### config.mk
export PLATFORM = sky130hd
export DESIGN_NAME = modular_exponentiation_prime_core_flat
export DESIGN_NICKNAME = d
export VERILOG_FILES = /design/src/rtl/mep_pkg.sv /design/src/rtl/mep_if.sv /design/src/rtl/modular_exponentiation_prime_core.sv /design/src/rtl/mep_mul.sv /design/src/rtl/mep_fix.sv /design/src/flat_wrapper.sv
export SDC_FILE = /design/constraint.sdc
export NUM_CORES = 2
export LEC_CHECK = 0
export BUFFER_PORTS_ARGS = -buffer_cell sky130_fd_sc_hd__buf_2
export CELL_PAD_IN_SITES_DETAIL_PLACEMENT = 0
export CELL_PAD_IN_SITES_GLOBAL_PLACEMENT = 2
export CORE_ASPECT_RATIO = 1.75
export CORE_MARGIN = 2
export CORE_UTILIZATION = 39
export CTS_CLUSTER_SIZE = 8
export DETAILED_ROUTE_END_ITERATION = 8
export GPL_ROUTABILITY_DRIVEN = 0
export MAX_ROUTING_LAYER = met4
export PLACE_DENSITY = 0.85
export REMOVE_ABC_BUFFERS = 1
export SLEW_MARGIN = 0
export SYNTH_ARGS = -nofsm -noshare
export SYNTH_HDL_FRONTEND = slang
export SYNTH_SLANG_ARGS = --single-unit
### constraint.sdc
create_clock -name clk -period 11.7 [get_ports clk]
set_input_delay 1.17 -clock clk [delete_from_list [all_inputs] [get_ports clk]]
set_output_delay 1.17 -clock clk [all_outputs]
set_load 0.01 [all_outputs]
### src/rtl/mep_pkg.sv
// ----------------------------------------------------------------------------
// mep_pkg
// shared constants for the modular exponentiation core (prime 1000000007)
// ----------------------------------------------------------------------------
package mep_pkg;

  localparam int unsigned EXP_BITS = 32;   // exponent bits scanned, 1..64
  localparam int unsigned BASE_W   = 32;
  localparam int unsigned EXPO_W   = 32;
  localparam int unsigned RES_W    = 30;
  localparam int unsigned MUL_W    = 32;
  localparam int unsigned PROD_W   = 2 * MUL_W;

  // modulus and its small multiples for the final correction
  localparam logic [RES_W-1:0] PRIME = 30'd1000000007;
  localparam logic [MUL_W-1:0] P1 = 32'd1000000007;
  localparam logic [MUL_W-1:0] P2 = 32'd2000000014;
  localparam logic [MUL_W-1:0] P3 = 32'd3000000021;
  localparam logic [MUL_W-1:0] P4 = 32'd4000000028;

  // barrett reduction with k = 30: q1 = x >> 29, q3 = (q1 * mu) >> 31
  localparam int unsigned RED_K = 30;
  localparam logic [MUL_W-1:0] BARRETT_MU = 32'((64'd1 << (2 * RED_K)) / 64'd1000000007);

  // exponent bits at or above EXP_BITS are dropped at load
  localparam logic [EXPO_W-1:0] EXP_MASK = (EXP_BITS >= EXPO_W) ? {EXPO_W{1'b1}} :
                                           EXPO_W'((64'd1 << EXP_BITS) - 64'd1);

endpackage

### src/rtl/mep_if.sv
// ----------------------------------------------------------------------------
// mep_if
// valid/ready channels for operands and results
// ----------------------------------------------------------------------------
interface mep_in_if;
  logic                        valid;
  logic                        ready;
  logic [mep_pkg::BASE_W-1:0]  base;
  logic [mep_pkg::EXPO_W-1:0]  exponent;

  modport source (output valid, output base, output exponent, input ready);
  modport sink   (input valid, input base, input exponent, output ready);
endinterface

interface mep_out_if;
  logic                        valid;
  logic                        ready;
  logic [mep_pkg::RES_W-1:0]   power_mod;

  modport source (output valid, output power_mod, input ready);
  modport sink   (input valid, input power_mod, output ready);
endinterface

### src/rtl/modular_exponentiation_prime_core.sv
// ----------------------------------------------------------------------------
// modular_exponentiation_prime_core
// base ^ exponent mod 1000000007 by right-to-left square-and-multiply
// ----------------------------------------------------------------------------
// latency: the sequencer runs one pass of m0..m6 per exponent bit up to n, where n is
//   the position of the highest set exponent bit plus one (0 for a zero exponent)
// throughput: one transaction at a time, since operands are taken only in idle; the single shared
//   multiplier carries three barrett products for each of two modmuls per bit
// reset: synchronous active-high rst returns the sequencer to idle and empties
//   the result register; no arithmetic state needs clearing
module modular_exponentiation_prime_core (
  input  logic       clk,
  input  logic       rst,
  mep_in_if.sink     operands,
  mep_out_if.source  result
);
  import mep_pkg::*;

  localparam int unsigned RES_K_SHIFT = RED_K - 1;
  localparam int unsigned Q3_SHIFT    = RED_K + 1;

  // one-hot sequencer
  // m0..m6 interleave the multiply (acc*cur) and the square (cur*cur)
  // through the barrett steps on the one multiplier
  typedef enum logic [9:0] {
    ST_IDLE = 10'b00_0000_0001,
    ST_RED  = 10'b00_0000_0010,
    ST_M0   = 10'b00_0000_0100,
    ST_M1   = 10'b00_0000_1000,
    ST_M2   = 10'b00_0001_0000,
    ST_M3   = 10'b00_0010_0000,
    ST_M4   = 10'b00_0100_0000,
    ST_M5   = 10'b00_1000_0000,
    ST_M6   = 10'b01_0000_0000,
    ST_FIN  = 10'b10_0000_0000
  } state_t;

  state_t state, state_next;

  // working registers
  logic [BASE_W-1:0]   base_val;   // captured base, reduced in ST_RED
  logic [EXPO_W-1:0]   expo;       // remaining exponent, shifted right per bit
  logic [RES_W-1:0]    acc;        // running product
  logic [RES_W-1:0]    cur;        // current base power
  logic [2*RES_W-1:0]  xa;         // acc * cur, full product
  logic [2*RES_W-1:0]  xc;         // cur * cur, full product
  logic [RES_W:0]      q3a;        // barrett quotient estimate, multiply lane
  logic [RES_W:0]      q3c;        // barrett quotient estimate, square lane
  logic [RES_W-1:0]    res;        // output register payload
  logic                res_valid;

  logic [MUL_W-1:0]    mul_a, mul_b;
  logic [PROD_W-1:0]   prod;
  logic [MUL_W-1:0]    fix_in;
  logic [RES_W-1:0]    fix_out;
  logic                accept;
  logic                res_load;

  assign accept   = operands.valid && operands.ready;
  assign res_load = (state == ST_FIN) && (!res_valid || result.ready);

  assign operands.ready  = (state == ST_IDLE);
  assign result.valid    = res_valid;
  assign result.power_mod = res;

  // multiplier operand selection per step
  always_comb begin
    case (state)
      ST_M0: begin
        mul_a = MUL_W'(acc);
        mul_b = MUL_W'(cur);
      end
      ST_M1: begin
        mul_a = MUL_W'(cur);
        mul_b = MUL_W'(cur);
      end
      ST_M2: begin
        mul_a = MUL_W'(xa[2*RES_W-1:RES_K_SHIFT]);
        mul_b = BARRETT_MU;
      end
      ST_M3: begin
        mul_a = MUL_W'(xc[2*RES_W-1:RES_K_SHIFT]);
        mul_b = BARRETT_MU;
      end
      ST_M4: begin
        mul_a = MUL_W'(q3a);
        mul_b = P1;
      end
      ST_M5: begin
        mul_a = MUL_W'(q3c);
        mul_b = P1;
      end
      default: begin
        mul_a = '0;
        mul_b = '0;
      end
    endcase
  end

  mep_mul u_mul (
    .clk  (clk),
    .a    (mul_a),
    .b    (mul_b),
    .prod (prod)
  );

  // remainder x - q3*p stays below 3p, so 32-bit wraparound arithmetic is exact
  always_comb begin
    case (state)
      ST_RED:  fix_in = base_val;
      ST_M5:   fix_in = xa[MUL_W-1:0] - prod[MUL_W-1:0];
      default: fix_in = xc[MUL_W-1:0] - prod[MUL_W-1:0];
    endcase
  end

  mep_fix u_fix (
    .val (fix_in),
    .res (fix_out)
  );

  // sequencer
  always_comb begin
    state_next = state;
    case (state)
      ST_IDLE: if (accept) state_next = ST_RED;
      ST_RED: begin
        state_next = (expo == '0) ? ST_FIN : ST_M0;
      end
      ST_M0:   state_next = ST_M1;
      ST_M1:   state_next = ST_M2;
      ST_M2:   state_next = ST_M3;
      ST_M3:   state_next = ST_M4;
      ST_M4:   state_next = ST_M5;
      ST_M5:   state_next = ST_M6;
      ST_M6: begin
        // stop once no set exponent bit remains
        state_next = (expo[EXPO_W-1:1] == '0) ? ST_FIN : ST_M0;
      end
      ST_FIN:  if (res_load) state_next = ST_IDLE;
      default: state_next = ST_IDLE;
    endcase
  end

  always_ff @(posedge clk) begin
    if (rst) begin
      state     <= ST_IDLE;
      res_valid <= 1'b0;
    end else begin
      state <= state_next;
      if (res_load) begin
        res_valid <= 1'b1;
      end else if (result.ready) begin
        res_valid <= 1'b0;
      end
    end
  end

  // datapath registers
  always_ff @(posedge clk) begin
    if (res_load) begin
      res <= acc;
    end
    case (state)
      ST_IDLE: begin
        if (accept) begin
          base_val <= operands.base;
          expo     <= operands.exponent & EXP_MASK;
        end
      end
      ST_RED: begin
        cur <= fix_out;
        acc <= RES_W'(1);
      end
      ST_M1: xa  <= prod[2*RES_W-1:0];
      ST_M2: xc  <= prod[2*RES_W-1:0];
      ST_M3: q3a <= prod[Q3_SHIFT+RES_W:Q3_SHIFT];
      ST_M4: q3c <= prod[Q3_SHIFT+RES_W:Q3_SHIFT];
      ST_M5: begin
        // multiply only where the current exponent bit is set
        if (expo[0]) begin
          acc <= fix_out;
        end
      end
      ST_M6: begin
        cur  <= fix_out;
        expo <= expo >> 1;
      end
      default: begin
      end
    endcase
  end

endmodule

### src/rtl/mep_mul.sv
// ----------------------------------------------------------------------------
// mep_mul
// shared 32x32 unsigned multiplier with registered product
// ----------------------------------------------------------------------------
module mep_mul (
  input  logic                        clk,
  input  logic [mep_pkg::MUL_W-1:0]   a,
  input  logic [mep_pkg::MUL_W-1:0]   b,
  output logic [mep_pkg::PROD_W-1:0]  prod
);
  import mep_pkg::*;

  always_ff @(posedge clk) begin
    prod <= PROD_W'(a) * PROD_W'(b);
  end

endmodule

### src/rtl/mep_fix.sv
// ----------------------------------------------------------------------------
// mep_fix
// reduces a 32-bit value (below 5 * prime) into 0 .. prime-1
// ----------------------------------------------------------------------------
module mep_fix (
  input  logic [mep_pkg::MUL_W-1:0]  val,
  output logic [mep_pkg::RES_W-1:0]  res
);
  import mep_pkg::*;

  logic [MUL_W-1:0] sel;

  always_comb begin
    if (val >= P4) begin
      sel = val - P4;
    end else if (val >= P3) begin
      sel = val - P3;
    end else if (val >= P2) begin
      sel = val - P2;
    end else if (val >= P1) begin
      sel = val - P1;
    end else begin
      sel = val;
    end
  end

  assign res = sel[RES_W-1:0];

endmodule

### src/flat_wrapper.sv
// flat-port wrapper written by rule: the top's interface ports become plain ports
module modular_exponentiation_prime_core_flat import mep_pkg::*;
  (clk, rst, operands_valid, operands_base, operands_exponent, operands_ready, result_valid, result_power_mod, result_ready);
  mep_in_if operands_i ();
  mep_out_if result_i ();
  input  logic clk;
  input  logic rst;
  input wire logic [$bits(operands_i.valid)-1:0] operands_valid;
  input wire logic [$bits(operands_i.base)-1:0] operands_base;
  input wire logic [$bits(operands_i.exponent)-1:0] operands_exponent;
  output wire logic [$bits(operands_i.ready)-1:0] operands_ready;
  output wire logic [$bits(result_i.valid)-1:0] result_valid;
  output wire logic [$bits(result_i.power_mod)-1:0] result_power_mod;
  input wire logic [$bits(result_i.ready)-1:0] result_ready;
  assign operands_i.valid = operands_valid;
  assign operands_i.base = operands_base;
  assign operands_i.exponent = operands_exponent;
  assign operands_ready = operands_i.ready;
  assign result_valid = result_i.valid;
  assign result_power_mod = result_i.power_mod;
  assign result_i.ready = result_ready;
  modular_exponentiation_prime_core u_core (.clk(clk), .rst(rst), .operands(operands_i), .result(result_i));
endmodule
; Word level (Yosys, flattened, before mapping)
; Index checks and enable logic that the tools add are counted.
[totals]
mem_bits_rw = 0
reg_bits = 409
romBits = 0
input_bits = 68
latch_bits = 0
memories = 0
word_cells = 71
[classes]
order_cmp = 4
n_div = 0
multipliers = 1
n_reduce_logical = 17
eq_ne = 13
n_shift = 0
bitwise_logic = 0
muxes = 18
addsub = 6
[ops]
columns = cell, n
row1 = $pmux 31 s6, 1
row2 = $mux 30, 5
row3 = $pmux 32 s2, 2
row4 = $sub 30x30->30 const B, 4
row5 = $pmux 10 s10, 1
row6 = $pmux 31 s3, 1
row7 = $ge 32x32->1 const B, 2
row8 = $sub 32x32->32, 2
row9 = $mul 31x31->62, 1
row10 = $pmux 30 s2, 1
row11 = $mux 10, 4
row12 = $ge 32x30->1 const B, 1
row13 = $ge 32x31->1 const B, 1
row14 = $logic_not 32->1, 1
row15 = $mux 32, 1
row16 = $logic_not 31->1, 1
row17 = $eq 10x1->1 const B, 1
row18 = $eq 10x10->1 const B, 1
row19 = $eq 10x2->1 const B, 1
row20 = $eq 10x3->1 const B, 1
row21 = $eq 10x4->1 const B, 1
row22 = $eq 10x5->1 const B, 1
row23 = $eq 10x6->1 const B, 1
row24 = $eq 10x7->1 const B, 1
row25 = 11 further kinds, 22

; Depth between registers and ports, before layout
[depth]
ltp_word = 9
ltp_mapped = 43
depth_no_buf = 39

; Cells and area by module
; Synthesis repeated with hierarchy kept, for this count alone.
[hier_totals]
hier_cells = 5242
hier_area_um2 = 52273.9
[by_module_without_submodules]
columns = module, instances, seq_area_each_um2, area_per_inst_um2, cells_each
row1 = mep_mul, 1, 1281.2, 34546.9, 3752
row2 = modular_exponentiation_prime_core, 1, 10309.9, 14970.6, 1038
row3 = mep_fix, 1, 0.0, 2756.4, 452

; Worst setup path after synthesis
; OpenSTA, ideal clock, no wires.
[synth_path]
path_type = register to register
from = reg u_core.state[0]
to = reg u_core.u_mul.prod[58] (netlist name)
path_slack_ns = -0.166
synth_period_minus_slack_ns = 11.866
t_required_ns = 11.628
setup_ns = 0.072
arrival_ns = 11.794
stages_incl_launch_ff = 37
n_path_buf = 4
path_cell_list = dfxtp_1 > nor4_4 > nand2_1 > nor4_1 > clkbuf_1 > clkbuf_1 > clkbuf_1 > a222oi_1 > nand3_1 > clkbuf_1 > nand2_1 > fa_1 > fa_1 > fa_1 > fa_1 > inv_1 > fa_1 > fa_1 > fa_1 > inv_1 > fa_1 > inv_1 > ha_1 > a21o_1 > a211oi_1 > o21ai_0 > nor3_1 > a21oi_1 > a221oi_1 > nor4_1 > o21ai_0 > a21oi_1 > a31oi_1 > a31oi_1 > a21o_1 > a21oi_1 > xnor2_1
[synth_via]
elab_chain_len = 4
[synth_rtl]
columns = item, line
row1 = "start, declared", modular_exponentiation_prime_core.sv:38  ; state_t state, state_next;
row2 = "start signal, assigned", modular_exponentiation_prime_core.sv:149  ; state <= state_next;
row3 = "$eq 10x7->1, or another cell as far along", modular_exponentiation_prime_core.sv:68  ; case (state)
row4 = $reduce_or 2->1 (no line), -
row5 = $pmux 31 s3, modular_exponentiation_prime_core.sv:68
row6 = $mul 31x31->62 *, mep_mul.sv:14  ; prod <= PROD_W'(a) * PROD_W'(b);
row7 = "end signal, assigned", mep_mul.sv:14
row8 = "end, declared", mep_mul.sv:9  ; output logic [mep_pkg::PROD_W-1:0] prod
; Every way passes the cells marked *; elsewhere a longest branch is shown, timed or not.
; A chain may end at the register's enable or synchronous reset.

; Worst setup path after layout
[layout_path]
from = reg u_core.state[2]
to = reg u_core.u_mul.prod[60] (netlist name)
; Same word-level chain as after synthesis.

==> metrics.txt <==
residual DRC count 0; row count 171; H-tree levels 2; final worst path period need 11.23 ns; Main synth FF type edfxtp_1; clock latency on the worst-skew pair 0.62 ns; synthesized area per cell 9.69 um^2; setup violators final 0; critical path required time 12.23 ns; Max Slew Vio Count 0; fin nets 6,346; via count 37,700; die width 271 um; LEAKAGE 24.2 nW; Layout fillers 12,200; outcome finished, final reports clean; Post-Syn Instances 5,030; CTS Buffer Depth 3; Area growth syn-to-layout 10.2%; grt ovf 0; vias in the first global route 41,100; Async SR Flop Fraction 0%; max_cap viols 0; Final Hold Viols 0; post-layout util 43.3%; DIE HEIGHT 472 um; clk root buf clkbuf_16; layout cells sized above 1 9.22%; Setup crit end kind flop; Clock Sinks 409; critical path's largest stage delay 0.58 ns; antenna viol nets, final 0; synthesized area 48,700 um^2; Min Hold Slack 0.467 ns; worst slew pin tran 1.38 ns; Iteration-0 DRC Markers 3,187; initial antenna violation count 4; cts bufs inserted 57; Die Area 128,000 um^2; Seq/Total Area, Yosys 23.7%; clk_skew 0.0261 ns; Max IR drop VDD 0.125 mV; fin area 53,700 um^2; area used by multi-input combinational logic 33,100 um^2; I/O Buffers 99; Post-synth EDFFs 336; routed length per placed instance 26.1 um; Sequential cell area 11,600 um^2; Reg clk slew, reported paths 0.07 ns; Ports 100; first-pass GRT wire length 265 mm; largest net degree at the start of global routing 92; Final WS setup 0.466 ns; type of the worst min-delay path flop to flop; unrepaired setup endpoints after global routing false; Post-Place Cell Area 51,900 um^2; Initial Utilization 39.3%; Startpoint Class flop; post-route fraction of the period consumed by the critical path 96.0%; CP max FO 50; Unique masters post-synth 104; core area 124,000 um^2; Fmax 89.0 MHz; DR vias/cell 5.51; yosys warns 0; Critical-path top delay cell fa_1; Overall Power 3.37 mW; Rel. slew slack 7.98%; detailed-router iteration count before antenna repair 7; most used cell, CP fa_1; Global Route Usage Sum 29.2%; CTS tree built; Total Routed Length 179 mm; pre-CTS setup slack 0.322 ns; dpl hpwl 146 mm; CP arrival 11.77 ns; critical path class flop to flop; PD cells 62.8 nW/um^2; #FFs+latches synth 409
==> state kept, by name (all words and copies together), names as in the netlist, 31 cells and up <==
name,count
u_core.u_mul.prod,62
u_core.xa,60
u_core.xc,60
u_core.base_val,32
u_core.expo,32
u_core.q3a,31
u_core.q3c,31
==> per-layer routing <==
layer	GRT usage (%)	share of wire [%]	vias up
li1	-	-	16200
met1	30.0	33	18900
met2	49.9	50	1798
met3	4.25	6.4	750
met4	22.8	9.9	0
met5	-	0	-
==> path summary, 6_finish.rpt <==
check | start | end | slack [ns] | cells past startpoint
setup / recovery | u_core.state[2]$_SDFFE_PP0P_ | u_core.u_mul.prod[60]$_DFF_P_ | 0.47 | 35
hold / removal | u_core.acc[6]$_SDFFCE_PP0P_ | u_core.result.power_mod[6]$_DFFE_PP_ | 0.47 | 0
setup reg to reg | u_core.state[2]$_SDFFE_PP0P_ | u_core.u_mul.prod[60]$_DFF_P_ | 0.47 | 35
hold reg to reg | u_core.acc[6]$_SDFFCE_PP0P_ | u_core.result.power_mod[6]$_DFFE_PP_ | 0.47 | 0
==> worst max-delay path, delay by kind of cell (launching register included) <==
family	cells	cell delay [ns]
XOR/XNOR	1	0.15
flip-flops	1	0.38
AO/OA/AOI/OAI	9	2.57
buffers and inverters	5	0.95
adder cells (fa/ha/maj)	9	3.92
AND/OR/NAND/NOR	11	3.14
==> metrics by stage <==
step                cells  setup TNS, ns
global placement     6722              0
finish               6841              0
floorplan            4799        -295.22
global route         6841              0
CTS                  6830              0
detailed placement   6722              0
==> final cells by class <==
class	count	share of cell area, %
Clock buffer	105	3.03
Inverter	882	6.16
Tap cell	1643	3.83
Antenna cell	4	0.0186
Clock inverter	3	0.0839
Multi-Input combinational cell	3509	61.7
Timing Repair Buffer	286	3.72
Sequential cell	409	21.5
==> layout by cell type, fill, tap and decap left out, drive strengths merged, types with 34 or more instances in the layout <==
| cell type | count |
|---|---|
| nand3 | 55 |
| o21ai | 101 |
| dfxtp | 73 |
| fa | 838 |
| xnor2 | 68 |
| nor2 | 567 |
| and2 | 49 |
| mux2 | 37 |
| a21o | 61 |
| buf | 285 |
| clkbuf | 105 |
| nor3 | 34 |
| a21oi | 174 |
| inv | 882 |
| ha | 295 |
| edfxtp | 336 |
| nand2 | 726 |
==> cells by family (layout without fill, tap and decap cells) <==
family | Yosys count | after routing | synth area share [%]
AOI/OAI and AO/OA | 612 | 612 | 8.61
xor gates and xnor gates | 100 | 100 | 1.80
adders and majority gates | 1133 | 1133 | 42.0
buffers and inverters | 1117 | 1276 | 8.70
DFF | 409 | 409 | 23.7
muxes | 47 | 47 | 1.06
other | 2 | 10 | 0.0154
and+or+nand+nor | 1610 | 1611 | 14.1
==> synthesized netlist by cell type, types with 48 or more instances <==
cell type | n | share of area [%]
edfxtp_1 | 336 | 21
nand3_1 | 55 | 0.56
clkbuf_1 | 206 | 1.6
inv_1 | 879 | 6.8
dfxtp_1 | 73 | 3.0
nand2_1 | 725 | 5.6
fa_1 | 838 | 34
o21ai_0 | 86 | 0.88
nor2_1 | 566 | 4.4
a21oi_1 | 168 | 1.7
and2_1 | 48 | 0.62
xnor2_1 | 68 | 1.2
a21o_1 | 60 | 0.92
ha_1 | 295 | 7.6
==> report_power, final <==
group | switching, mW | total, mW | leakage (nW) | internal [mW]
clock network | 0.643 | 1.57 | 0.791 | 0.929
registers | 0.0224 | 1.62 | 3.57 | 1.60
logic | 0.121 | 0.181 | 19.8 | 0.0597
total | 0.786 | 3.37 | 24.2 | 2.59
==> timing repair <==
| item | CTS | global route |
|---|---|---|
| hold buffers | 0 | 0 |
| buffers inserted | 0 | 6 |
| gates resized for setup | 0 | 13 |
| hold endpoints to repair | 0 | 0 |
| setup endpoints to repair | 0 | 7 |
Note: power is estimated with default switching activity, not from simulation.
